`src/sv/ntla_pkg.sv`:
```
package ntla_pkg;

  localparam int unsigned CORE_ID_W = 6;
  localparam int unsigned TIME_W    = 62;
  localparam int unsigned BATCH_W   = 8;
  localparam int unsigned STATUS_W  = 3;

  localparam logic [BATCH_W-1:0] BATCH_LIMIT_RESET = 8'd64;

  localparam logic MODE_ACQUIRE = 1'b0;
  localparam logic MODE_RELEASE = 1'b1;

  typedef enum logic [STATUS_W-1:0] {
    ST_GRANTED = 3'd0,
    ST_QUEUED  = 3'd1,
    ST_HANDED  = 3'd2,
    ST_FREED   = 3'd3,
    ST_ERROR   = 3'd4
  } status_e;

  typedef enum logic [2:0] {
    S_IDLE,
    S_EXEC,
    S_SCAN_SOC,
    S_SCAN_ALL,
    S_RESULT
  } state_e;

  typedef struct packed {
    logic latch;
    logic acq_grant;
    logic acq_queue;
    logic rel_error;
    logic scan_start;
    logic scan_global;
    logic hand_soc;
    logic hand_all;
    logic free_lock;
    logic out_load;
  } dp_cmd_t;

  typedef struct packed {
    logic mode_rel;
    logic held;
    logic batch_ok;
    logic scan_done;
    logic best_valid;
  } dp_stat_t;

endpackage

```
`src/sv/ntla_if.sv`:
```
interface ntla_in_if;
  logic                             valid;
  logic                             ready;
  logic                             mode;
  logic [ntla_pkg::CORE_ID_W-1:0]   core_id;
  logic [ntla_pkg::TIME_W-1:0]      arrival_time;

  modport source (output valid, mode, core_id, arrival_time, input ready);
  modport sink (input valid, mode, core_id, arrival_time, output ready);
endinterface

interface ntla_out_if;
  logic                             valid;
  logic                             ready;
  logic [ntla_pkg::STATUS_W-1:0]    status;
  logic [ntla_pkg::CORE_ID_W-1:0]   grantee;
  logic                             same_socket;

  modport source (output valid, status, grantee, same_socket, input ready);
  modport sink (input valid, status, grantee, same_socket, output ready);
endinterface

```
`src/sv/numa_timestamp_lock_arbiter.sv`:
```
// Arbiter for one lock shared by cores grouped into sockets of SOCKET_SIZE consecutive core
// numbers. The block works on one item at a time: an item is taken when the block is idle,
// even while the previous result still waits in the output register. An acquire, and a release
// while the lock is free, sets its result in the execute state and loads it into the output
// register in the result state, and the block takes the next item only once it is idle again.
// A release walks the waiting times through the single read port of the wait-time memory, one
// core per cycle with one comparator. A handoff within the session socket is loaded after the
// pass over that socket. When the batch is spent the socket pass is skipped, and the result
// comes from the pass over all NUM_CORES cores. When the session socket has no waiter, that
// pass follows the socket pass. A full output register holds the block until its result
// moves on. The batch limit register may be written only while the block is idle.
module numa_timestamp_lock_arbiter #(
  parameter int unsigned NUM_CORES   = 64,
  parameter int unsigned SOCKET_SIZE = 8
) (
  input  logic                         clk_i,
  input  logic                         rst_ni,
  input  logic                         cfg_we_i,
  input  logic [ntla_pkg::BATCH_W-1:0] cfg_wdata_i,
  ntla_in_if.sink                      in_i,
  ntla_out_if.source                   out_o
);

  ntla_pkg::dp_cmd_t  cmd;
  ntla_pkg::dp_stat_t stat;

  ntla_ctrl u_ctrl (
    .clk_i       (clk_i),
    .rst_ni      (rst_ni),
    .in_valid_i  (in_i.valid),
    .in_ready_o  (in_i.ready),
    .out_valid_o (out_o.valid),
    .out_ready_i (out_o.ready),
    .stat_i      (stat),
    .cmd_o       (cmd)
  );

  ntla_dp #(
    .NUM_CORES   (NUM_CORES),
    .SOCKET_SIZE (SOCKET_SIZE)
  ) u_dp (
    .clk_i             (clk_i),
    .rst_ni            (rst_ni),
    .cfg_we_i          (cfg_we_i),
    .cfg_wdata_i       (cfg_wdata_i),
    .in_mode_i         (in_i.mode),
    .in_core_id_i      (in_i.core_id),
    .in_arrival_time_i (in_i.arrival_time),
    .cmd_i             (cmd),
    .stat_o            (stat),
    .out_status_o      (out_o.status),
    .out_grantee_o     (out_o.grantee),
    .out_same_socket_o (out_o.same_socket)
  );

endmodule

```
`src/sv/ntla_ctrl.sv`:
```
module ntla_ctrl (
  input  logic               clk_i,
  input  logic               rst_ni,
  input  logic               in_valid_i,
  output logic               in_ready_o,
  output logic               out_valid_o,
  input  logic               out_ready_i,
  input  ntla_pkg::dp_stat_t stat_i,
  output ntla_pkg::dp_cmd_t  cmd_o
);

  ntla_pkg::state_e  state_q, state_d;
  ntla_pkg::dp_cmd_t cmd;
  logic              out_valid_q;

  always_comb begin
    state_d = state_q;
    unique case (state_q)
      ntla_pkg::S_IDLE: begin
        if (in_valid_i) state_d = ntla_pkg::S_EXEC;
      end
      ntla_pkg::S_EXEC: begin
        if (!stat_i.mode_rel || !stat_i.held) begin
          state_d = ntla_pkg::S_RESULT;
        end else if (stat_i.batch_ok) begin
          state_d = ntla_pkg::S_SCAN_SOC;
        end else begin
          state_d = ntla_pkg::S_SCAN_ALL;
        end
      end
      ntla_pkg::S_SCAN_SOC: begin
        if (stat_i.scan_done) begin
          state_d = stat_i.best_valid ? ntla_pkg::S_RESULT : ntla_pkg::S_SCAN_ALL;
        end
      end
      ntla_pkg::S_SCAN_ALL: begin
        if (stat_i.scan_done) state_d = ntla_pkg::S_RESULT;
      end
      ntla_pkg::S_RESULT: begin
        if (!out_valid_q || out_ready_i) state_d = ntla_pkg::S_IDLE;
      end
      default: state_d = ntla_pkg::S_IDLE;
    endcase
  end

  always_comb begin
    cmd = '0;
    unique case (state_q)
      ntla_pkg::S_IDLE: begin
        cmd.latch = in_valid_i;
      end
      ntla_pkg::S_EXEC: begin
        if (!stat_i.mode_rel) begin
          cmd.acq_grant = !stat_i.held;
          cmd.acq_queue = stat_i.held;
        end else if (!stat_i.held) begin
          cmd.rel_error = 1'b1;
        end else begin
          cmd.scan_start  = 1'b1;
          cmd.scan_global = !stat_i.batch_ok;
        end
      end
      ntla_pkg::S_SCAN_SOC: begin
        if (stat_i.scan_done) begin
          if (stat_i.best_valid) begin
            cmd.hand_soc = 1'b1;
          end else begin
            cmd.scan_start  = 1'b1;
            cmd.scan_global = 1'b1;
          end
        end
      end
      ntla_pkg::S_SCAN_ALL: begin
        if (stat_i.scan_done) begin
          cmd.hand_all  = stat_i.best_valid;
          cmd.free_lock = !stat_i.best_valid;
        end
      end
      ntla_pkg::S_RESULT: begin
        cmd.out_load = !out_valid_q || out_ready_i;
      end
      default: cmd = '0;
    endcase
  end

  always_ff @(posedge clk_i or negedge rst_ni) begin
    if (!rst_ni) begin
      state_q     <= ntla_pkg::S_IDLE;
      out_valid_q <= 1'b0;
    end else begin
      state_q <= state_d;
      if (cmd.out_load) begin
        out_valid_q <= 1'b1;
      end else if (out_ready_i) begin
        out_valid_q <= 1'b0;
      end
    end
  end

  assign in_ready_o  = (state_q == ntla_pkg::S_IDLE);
  assign out_valid_o = out_valid_q;
  assign cmd_o       = cmd;

endmodule

```
`src/sv/ntla_dp.sv`:
```
module ntla_dp #(
  parameter int unsigned NUM_CORES   = 64,
  parameter int unsigned SOCKET_SIZE = 8
) (
  input  logic                             clk_i,
  input  logic                             rst_ni,
  input  logic                             cfg_we_i,
  input  logic [ntla_pkg::BATCH_W-1:0]     cfg_wdata_i,
  input  logic                             in_mode_i,
  input  logic [ntla_pkg::CORE_ID_W-1:0]   in_core_id_i,
  input  logic [ntla_pkg::TIME_W-1:0]      in_arrival_time_i,
  input  ntla_pkg::dp_cmd_t                cmd_i,
  output ntla_pkg::dp_stat_t               stat_o,
  output logic [ntla_pkg::STATUS_W-1:0]    out_status_o,
  output logic [ntla_pkg::CORE_ID_W-1:0]   out_grantee_o,
  output logic                             out_same_socket_o
);

  localparam int unsigned CoreW      = $clog2(NUM_CORES);
  localparam int unsigned NumSockets = (NUM_CORES + SOCKET_SIZE - 1) / SOCKET_SIZE;
  localparam int unsigned SockW      = (NumSockets > 1) ? $clog2(NumSockets) : 1;
  localparam int unsigned CidW       = ntla_pkg::CORE_ID_W;
  localparam int unsigned TimeW      = ntla_pkg::TIME_W;
  localparam int unsigned BatchW     = ntla_pkg::BATCH_W;
  localparam int unsigned StatW      = ntla_pkg::STATUS_W;
  localparam logic [CoreW-1:0] LastCore = CoreW'(NUM_CORES - 1);

  // Restoring subtraction, one step per bit of the incoming core id.
  function automatic logic [CoreW-1:0] reduce_core(input logic [CidW-1:0] v);
    int r;
    r = int'(v);
    for (int k = CidW - 1; k >= 0; k--) begin
      if (r >= (NUM_CORES << k)) r = r - (NUM_CORES << k);
    end
    return CoreW'(r);
  endfunction

  function automatic logic [SockW-1:0] socket_of(input logic [CoreW-1:0] c);
    int r;
    int q;
    r = int'(c);
    q = 0;
    for (int k = CoreW - 1; k >= 0; k--) begin
      if (r >= (SOCKET_SIZE << k)) begin
        r = r - (SOCKET_SIZE << k);
        q = q + (1 << k);
      end
    end
    return SockW'(q);
  endfunction

  logic                 held_q;
  logic [NUM_CORES-1:0] flags_q;
  logic [SockW-1:0]     session_q;
  logic [BatchW-1:0]    batch_q;
  logic [BatchW-1:0]    limit_q;

  logic                 mode_q;
  logic [CoreW-1:0]     core_q;
  logic [TimeW-1:0]     time_q;

  logic [TimeW-1:0]     mem_q [NUM_CORES];

  logic                 issuing_q;
  logic [CoreW-1:0]     scan_idx_q;
  logic [CoreW-1:0]     scan_last_q;
  logic                 rd_valid_q;
  logic [CoreW-1:0]     rd_idx_q;
  logic [TimeW-1:0]     rd_data_q;
  logic                 best_valid_q;
  logic [CoreW-1:0]     best_idx_q;
  logic [TimeW-1:0]     best_time_q;

  logic [StatW-1:0]     res_status_q;
  logic [CidW-1:0]      res_grantee_q;
  logic                 res_same_q;
  logic [StatW-1:0]     out_status_q;
  logic [CidW-1:0]      out_grantee_q;
  logic                 out_same_q;

  logic [CoreW-1:0]     soc_lo;
  logic [CoreW-1:0]     soc_last;
  logic                 take;

  always_comb begin
    int lo;
    int hi;
    lo = int'(session_q) * SOCKET_SIZE;
    hi = lo + SOCKET_SIZE;
    if (hi > NUM_CORES) hi = NUM_CORES;
    soc_lo   = CoreW'(lo);
    soc_last = CoreW'(hi - 1);
  end

  assign take = rd_valid_q && flags_q[rd_idx_q] &&
                (!best_valid_q || (rd_data_q < best_time_q));

  always_ff @(posedge clk_i or negedge rst_ni) begin
    if (!rst_ni) begin
      held_q       <= 1'b0;
      flags_q      <= '0;
      session_q    <= '0;
      batch_q      <= '0;
      limit_q      <= ntla_pkg::BATCH_LIMIT_RESET;
      issuing_q    <= 1'b0;
      rd_valid_q   <= 1'b0;
      best_valid_q <= 1'b0;
    end else begin
      if (cfg_we_i) limit_q <= cfg_wdata_i;
      if (cmd_i.acq_grant) begin
        held_q    <= 1'b1;
        session_q <= socket_of(core_q);
        batch_q   <= '0;
      end
      if (cmd_i.acq_queue) flags_q[core_q] <= 1'b1;
      if (cmd_i.hand_soc) begin
        flags_q[best_idx_q] <= 1'b0;
        batch_q             <= batch_q + 1'b1;
      end
      if (cmd_i.hand_all) begin
        flags_q[best_idx_q] <= 1'b0;
        batch_q             <= '0;
        session_q           <= socket_of(best_idx_q);
      end
      if (cmd_i.free_lock) held_q <= 1'b0;
      if (cmd_i.scan_start) begin
        issuing_q    <= 1'b1;
        rd_valid_q   <= 1'b0;
        best_valid_q <= 1'b0;
      end else begin
        rd_valid_q <= issuing_q;
        if (issuing_q && (scan_idx_q == scan_last_q)) issuing_q <= 1'b0;
        if (take) best_valid_q <= 1'b1;
      end
    end
  end

  always_ff @(posedge clk_i) begin
    if (cmd_i.acq_queue) mem_q[core_q] <= time_q;
    rd_data_q <= mem_q[scan_idx_q];
  end

  always_ff @(posedge clk_i) begin
    if (cmd_i.latch) begin
      mode_q <= in_mode_i;
      core_q <= reduce_core(in_core_id_i);
      time_q <= in_arrival_time_i;
    end
    if (cmd_i.scan_start) begin
      scan_idx_q  <= cmd_i.scan_global ? '0 : soc_lo;
      scan_last_q <= cmd_i.scan_global ? LastCore : soc_last;
    end else if (issuing_q) begin
      scan_idx_q <= scan_idx_q + 1'b1;
    end
    rd_idx_q <= scan_idx_q;
    if (!cmd_i.scan_start && take) begin
      best_idx_q  <= rd_idx_q;
      best_time_q <= rd_data_q;
    end
    if (cmd_i.acq_grant) begin
      res_status_q  <= ntla_pkg::ST_GRANTED;
      res_grantee_q <= CidW'(core_q);
      res_same_q    <= 1'b0;
    end
    if (cmd_i.acq_queue) begin
      res_status_q  <= ntla_pkg::ST_QUEUED;
      res_grantee_q <= '0;
      res_same_q    <= 1'b0;
    end
    if (cmd_i.rel_error) begin
      res_status_q  <= ntla_pkg::ST_ERROR;
      res_grantee_q <= '0;
      res_same_q    <= 1'b0;
    end
    if (cmd_i.hand_soc || cmd_i.hand_all) begin
      res_status_q  <= ntla_pkg::ST_HANDED;
      res_grantee_q <= CidW'(best_idx_q);
      res_same_q    <= cmd_i.hand_soc;
    end
    if (cmd_i.free_lock) begin
      res_status_q  <= ntla_pkg::ST_FREED;
      res_grantee_q <= '0;
      res_same_q    <= 1'b0;
    end
    if (cmd_i.out_load) begin
      out_status_q  <= res_status_q;
      out_grantee_q <= res_grantee_q;
      out_same_q    <= res_same_q;
    end
  end

  assign stat_o.mode_rel   = (mode_q == ntla_pkg::MODE_RELEASE);
  assign stat_o.held       = held_q;
  assign stat_o.batch_ok   = (batch_q < limit_q);
  assign stat_o.scan_done  = !issuing_q && !rd_valid_q;
  assign stat_o.best_valid = best_valid_q;

  assign out_status_o      = out_status_q;
  assign out_grantee_o     = out_grantee_q;
  assign out_same_socket_o = out_same_q;

endmodule

```
`src/flat_wrapper.sv`:
```
// flat-port wrapper written by rule: the top's interface ports become plain ports
module numa_timestamp_lock_arbiter_flat 
#(
  parameter int unsigned NUM_CORES   = 64,
  parameter int unsigned SOCKET_SIZE = 8
)
  (clk_i, rst_ni, cfg_we_i, cfg_wdata_i, in_i_valid, in_i_mode, in_i_core_id, in_i_arrival_time, in_i_ready, out_o_valid, out_o_status, out_o_grantee, out_o_same_socket, out_o_ready);
  ntla_in_if in_i_i ();
  ntla_out_if out_o_i ();
  input  logic clk_i;
  input  logic rst_ni;
  input  logic cfg_we_i;
  input  logic [ntla_pkg::BATCH_W-1:0] cfg_wdata_i;
  input wire logic [$bits(in_i_i.valid)-1:0] in_i_valid;
  input wire logic [$bits(in_i_i.mode)-1:0] in_i_mode;
  input wire logic [$bits(in_i_i.core_id)-1:0] in_i_core_id;
  input wire logic [$bits(in_i_i.arrival_time)-1:0] in_i_arrival_time;
  output wire logic [$bits(in_i_i.ready)-1:0] in_i_ready;
  output wire logic [$bits(out_o_i.valid)-1:0] out_o_valid;
  output wire logic [$bits(out_o_i.status)-1:0] out_o_status;
  output wire logic [$bits(out_o_i.grantee)-1:0] out_o_grantee;
  output wire logic [$bits(out_o_i.same_socket)-1:0] out_o_same_socket;
  input wire logic [$bits(out_o_i.ready)-1:0] out_o_ready;
  assign in_i_i.valid = in_i_valid;
  assign in_i_i.mode = in_i_mode;
  assign in_i_i.core_id = in_i_core_id;
  assign in_i_i.arrival_time = in_i_arrival_time;
  assign in_i_ready = in_i_i.ready;
  assign out_o_valid = out_o_i.valid;
  assign out_o_status = out_o_i.status;
  assign out_o_grantee = out_o_i.grantee;
  assign out_o_same_socket = out_o_i.same_socket;
  assign out_o_i.ready = out_o_ready;
  numa_timestamp_lock_arbiter #(.NUM_CORES(NUM_CORES), .SOCKET_SIZE(SOCKET_SIZE)) u_core (.clk_i(clk_i), .rst_ni(rst_ni), .cfg_we_i(cfg_we_i), .cfg_wdata_i(cfg_wdata_i), .in_i(in_i_i), .out_o(out_o_i));
endmodule
```
`config.mk`:
```
export PLATFORM = sky130hd
export DESIGN_NAME = numa_timestamp_lock_arbiter_flat
export DESIGN_NICKNAME = d
export VERILOG_FILES = /design/src/sv/ntla_pkg.sv /design/src/sv/ntla_if.sv /design/src/sv/numa_timestamp_lock_arbiter.sv /design/src/sv/ntla_ctrl.sv /design/src/sv/ntla_dp.sv /design/src/flat_wrapper.sv
export SDC_FILE = /design/constraint.sdc
export NUM_CORES = 2
export LEC_CHECK = 0
export CELL_PAD_IN_SITES_DETAIL_PLACEMENT = 2
export CELL_PAD_IN_SITES_GLOBAL_PLACEMENT = 2
export CORE_MARGIN = 5
export CORE_UTILIZATION = 55
export CTS_CLUSTER_SIZE = 14
export DETAILED_ROUTE_END_ITERATION = 6
export DONT_BUFFER_PORTS = 1
export GPL_TIMING_DRIVEN = 0
export PLACE_DENSITY = 0.87
export RECOVER_POWER = 50
export SYNTH_ARGS = -nofsm -noshare
export SYNTH_HDL_FRONTEND = slang
export SYNTH_SLANG_ARGS = --single-unit
export TNS_END_PERCENT = 1
```
`constraint.sdc`:
```
create_clock -name clk_i -period 11.58 [get_ports clk_i]
set_clock_uncertainty 0.05 [all_clocks]
set_input_delay 1.737 -clock clk_i [delete_from_list [all_inputs] [get_ports clk_i]]
set_output_delay 1.737 -clock clk_i [all_outputs]
set_load 0.005 [all_outputs]
```
==> results.yml, run 1 <==
status:
  outcome: "aborted with a tool error"
  stop_stage: "detailed placement"
  flow.first_error: "[ERROR DPL-0033] detailed placement checks failed during check placement."
placement:
  placement.io_buffers: 0
  post-dp-hpwl_um: 488000
  finalWeightedCongestion: 0.784
synth:
  synth_cell_type_count: 52
  postSynth.topFlopCell: "edfxtp_1"
  synthCells: 6563
  synth_area_mm2: 0.163
  synthesis.area_per_instance_um2: 24.8
  postSynth.asyncResetShare: 0.0212
  yosysWarnings: 0
  sequential_fraction_of_the_synthesis_area: 0.785
  ys_ff_latch: 4293
  synth_edf_count: 4124
floorplanning:
  die_x_um: 554
  fp.dieH_um: 554
  placementRows: 199
  initial_utilization: 0.553
  boundaryPins: 94
cell families after synthesis:
kind of cell,after synthesis,synth area share
flip-flops,4293,0.785
multiplexers,1333,0.183
buffers and inverters,399,0.00986
AND/OR/NAND/NOR,250,0.00706
AO/OA/AOI/OAI,197,0.00848
adder cells (fa/ha/maj),81,0.00623
XOR/XNOR,9,0.000484
other,1,0.0000230
Yosys cell counts, drive strengths merged, types with 2 or more instances:
library cell / n / share of area
ha: 81 / 0.0062
a311oi: 2 / 0.00011
nor3: 9 / 0.00028
xor2: 5 / 0.00027
a22oi: 9 / 0.00042
nand2b: 8 / 0.00031
a211oi: 3 / 0.00014
mux2i: 16 / 0.00098
edfxtp: 4124 / 0.76
or3b: 4 / 0.00022
dfrtp: 90 / 0.014
o22a: 64 / 0.0034
nand3: 23 / 0.00071
a31oi: 3 / 0.00012
mux2: 3 / 0.00021
or3: 3 / 0.00012
clkbuf: 188 / 0.0043
or4: 2 / 0.000092
and3: 6 / 0.00023
xnor2: 4 / 0.00022
a21oi: 39 / 0.0012
inv: 74 / 0.0017
mux4: 1314 / 0.18
nor4: 4 / 0.00015
nand2: 59 / 0.0014
a221oi: 2 / 0.00011
a21o: 20 / 0.00092
a32o: 3 / 0.00018
and2: 5 / 0.00019
nand3b: 8 / 0.00037
o21ai: 39 / 0.0012
o22ai: 2 / 0.000077
a32oi: 2 / 0.00011
buf: 136 / 0.0038
nor2b: 2 / 0.000077
nand4: 13 / 0.00050
o211ai: 3 / 0.00014
dfxtp: 78 / 0.0096
nor2: 102 / 0.0024
per-stage QoR:
stage	std cells	instance area, µm²	TNS [ns]	setup slack, ns	hold WS [ns]
after global placement	10500	168000	-61.40	-0.930	0.299
after floorplan	6571	163000	0	5.68	0.296
==> run 2, diff against run 1 <==
--- a/config.mk
+++ b/config.mk
@@ -5,15 +5,12 @@
 export SDC_FILE = /design/constraint.sdc
 export NUM_CORES = 2
 export LEC_CHECK = 0
-export CELL_PAD_IN_SITES_DETAIL_PLACEMENT = 2
-export CELL_PAD_IN_SITES_GLOBAL_PLACEMENT = 2
 export CORE_MARGIN = 5
-export CORE_UTILIZATION = 55
-export CTS_CLUSTER_SIZE = 14
+export CORE_UTILIZATION = 40
 export DETAILED_ROUTE_END_ITERATION = 6
 export DONT_BUFFER_PORTS = 1
 export GPL_TIMING_DRIVEN = 0
-export PLACE_DENSITY = 0.87
+export PLACE_DENSITY_LB_ADDON = 0.15
 export RECOVER_POWER = 50
 export SYNTH_ARGS = -nofsm -noshare
 export SYNTH_HDL_FRONTEND = slang
==> run 2 against run 1 <==
The flow now finishes, with violations (max-capacitance violations, max-slew violations). Synthesized area did not move. Synthesized cell count did not move.
==> results.yml, run 2 <==
synth:
  synthCells: 6563
  sequential_fraction_of_the_synthesis_area: 0.785
  synth_edf_count: 4124
  synth_cell_type_count: 52
  synth.area.top_cells: "edfxtp_1 (76%), mux4_2 (18%), dfrtp_1 (1.4%)"
  synth_most_common_cell: "edfxtp_1"
  synth_fa_ha_area_frac: 0.00623
  yosysWarnings: 0
  yosys-top-cells-count: "edfxtp_1 (4124), mux4_2 (1314), clkbuf_1 (188)"
  mux_cell_area_share_after_synthesis: 0.183
  synth_area_mm2: 0.163
  post_synth_and_or_nand_nor_area_fraction: 0.00706
  synth_compound_area_frac: 0.00848
  postSynth.asyncResetShare: 0.0212
  synth_top_area_frac: 0.761
  synthesis.area_per_instance_um2: 24.8
  postSynth.topFlopCell: "edfxtp_1"
  netlist.top_cell.by_area: "edfxtp_1"
  combinational_family_with_the_most_area_after_synthesis: "multiplexers"
  synth_xor_area_frac: 0.000484
  ys_ff_latch: 4293
worst_setup_path:
  timing.rr.start: "u_core.u_ctrl.state_q[0]"
  cpPeakStageDelay_ns: 2.10
  critPathMaxFanout: 28
  crit_start: "u_core.u_ctrl.state_q[0]"
  cp_num_buf_inv: 2
  critPathRequiredTime_ns: 12.03
  cpLargestDelayFamily: "buffers and inverters"
  timing.setup.critical_path_class: "reg -> reg"
  critical_path.most_common_cell: "clkbuf_1"
  worst_setup_path_end_kind: "flop"
  startpoint_type: "flop"
  crit_path_cell_trace: "clkbuf_1 -> nor3_1 -> and2_0 -> clkbuf_1"
  cp.arrival_ns: 5.64
  max_stage_delay_cell_worst_path: "clkbuf_1"
detailed_routing:
  drt-initial-drc-count: 8195
  postRouteAntennaNets: 0
  drc: 0
  number_of_vias_per_cell_after_detailed_routing: 5.71
  drt_first_pass_iters: 5
  finalWirelength_um: 445000
  wl_per_cell_um: 33.9
  count_of_vias_placed_by_the_detailed_router: 75000
power:
  pwr_density_cell_mw_per_mm2: 243
  vdd_ir_drop_max_mv: 0.148
  report.power.total_mw: 46.0
  total_leakage_power_nw: 58.9
placement:
  post-dp-hpwl_um: 307000
  finalWeightedCongestion: 0.751
  placement.io_buffers: 0
  preCtsSetupSlack_ns: 6.53
timing:
  rsz0062_at_grt: "false"
  timing.final.setup_violations: 0
  timing.final.max_slew_violations: 609
  timing_worst_slew_pin_value_ns: 3.04
  min_period_over_period: 0.448
  timing.final.hold_violations: 0
  finalWorstPathRequiredPeriod_ns: 5.19
  post-route-worst-setup-slack_ns: 6.39
  tns_ns: 0
  achievable-frequency_ghz: 0.193
  maxSlewHeadroom: -1.03
clock_network:
  cts_hold_repair.buffers: 0
  clock_path_buffers: 4
  cts_resized: 0
  postCtsSetupBuffers: 0
  root_buffer: "clkbuf_16"
  tritoncts_num_sinks: 4293
  clkTransAtPathRegs_ns: 0.06
  numCtsBuffers: 453
  cts_htree_levels: 5
  worstSkewPairLatency_ns: 0.99
  cts_tree: "done"
global_route:
  pin_count_of_the_biggest_net_entering_global_routing: 92
  globalRouteTotalUtil: 0.211
  grt_first_pass_wirelength_um: 621000
  vias_in_the_first_global_route: 78200
  global_route.overflow_total: 0
  antenna_violations_before_repair: 44
layout:
  most_common_cell_after_layout_fill_and_taps_aside: "edfxtp_1"
  layout.nets: 7484
  area_added_between_synthesis_and_finish_pct: 16.3
  largest-register: "u_core.u_dp.mem_q"
  top_regs: "u_core.u_dp.mem_q (3968), u_core.u_dp.flags_q (64)"
  number_of_flip_flops_in_the_largest_register: 3968
  final_layout_size_suffix_gt1_frac: 0.304
  mostFrequentLayoutCells: "edfxtp_1 (4124), mux4_2 (1314), clkbuf_16 (456)"
floorplanning:
  initial_utilization: 0.401
  fp.coreArea_mm2: 0.406
  die_x_um: 648
  boundaryPins: 94
  fp.dieH_um: 648
  dieArea_mm2: 0.420
  placementRows: 234
hold_path:
  hp-class: "reg -> reg"
  worst_hold_startpoint: "u_core.u_dp.scan_idx_q[2]"
status:
  outcome: "complete, but fails checks"
  failed_checks: "max-capacitance violations, max-slew violations"
job:
  drv.max_cap_violation_count: 22
-- run 2: final timing paths --
check	cells after the start	slack, ns	end
min in group asynchronous	0	0.40	u_core.u_ctrl.out_valid_o
setup reg to reg	4	6.39	u_core.u_dp.time_q[27]
hold / removal	0	0.33	u_core.u_dp.rd_idx_q[2]
hold reg to reg	0	0.33	u_core.u_dp.rd_idx_q[2]
max in group asynchronous	0	10.88	u_core.u_dp.flags_q[18]
setup / recovery	4	6.39	u_core.u_dp.time_q[27]
-- run 2: cells by family (layout without fill, tap and decap cells) --
group	Yosys count	in the layout
multiplexers	1333	1333
AND/OR/NAND/NOR	250	250
buffers and inverters	399	1527
adder cells (fa/ha/maj)	81	81
flip-flops	4293	4293
other	1	31
AO/OA/AOI/OAI	197	197
XOR/XNOR	9	9
-- run 2: through the flow --
step	cells	hold WS, ns	cell area, µm²	utilization
final	13100	0.330	189000	0.466
after global routing	13100	0.348	189000	0.466
after CTS	13100	0.307	191000	0.471
after detailed placement	12300	0.313	177000	0.435
after global placement	12000	0.300	170000	0.418
after floorplan	6571	0.296	163000	-
-- run 2: report_power, final --
| group | switching, mW | leakage [nW] | total, mW | internal (mW) |
|---|---|---|---|---|
| combinational | 7.30 | 12.9 | 12.9 | 5.62 |
| clock | 6.04 | 7.01 | 14.1 | 8.08 |
| sequential | 0.503 | 39.0 | 18.9 | 18.4 |
| total | 13.8 | 58.9 | 46.0 | 32.1 |
-- run 2: area by class of cell --
class	instances	area, µm²
Fill cell	33200	217000
Sequential cell	4293	128000
Multi-Input combinational cell	1879	33900
Clock buffer	597	12200
Tap cell	5428	6790
Timing Repair Buffer	295	4710
Clock inverter	236	2180
Buffer	324	1360
Inverter	75	282
Antenna cell	22	55.1
-- run 2: layer usage --
metal | global-route usage | vias up | share of wire
li1 | - | 30100 | -
met1 | 0.293 | 41600 | 0.41
met2 | 0.354 | 2763 | 0.50
met3 | 0.0327 | 639 | 0.066
met4 | 0.0494 | 4 | 0.025
met5 | 0 | - | 0.000061
(Power assumes the default switching activity.)
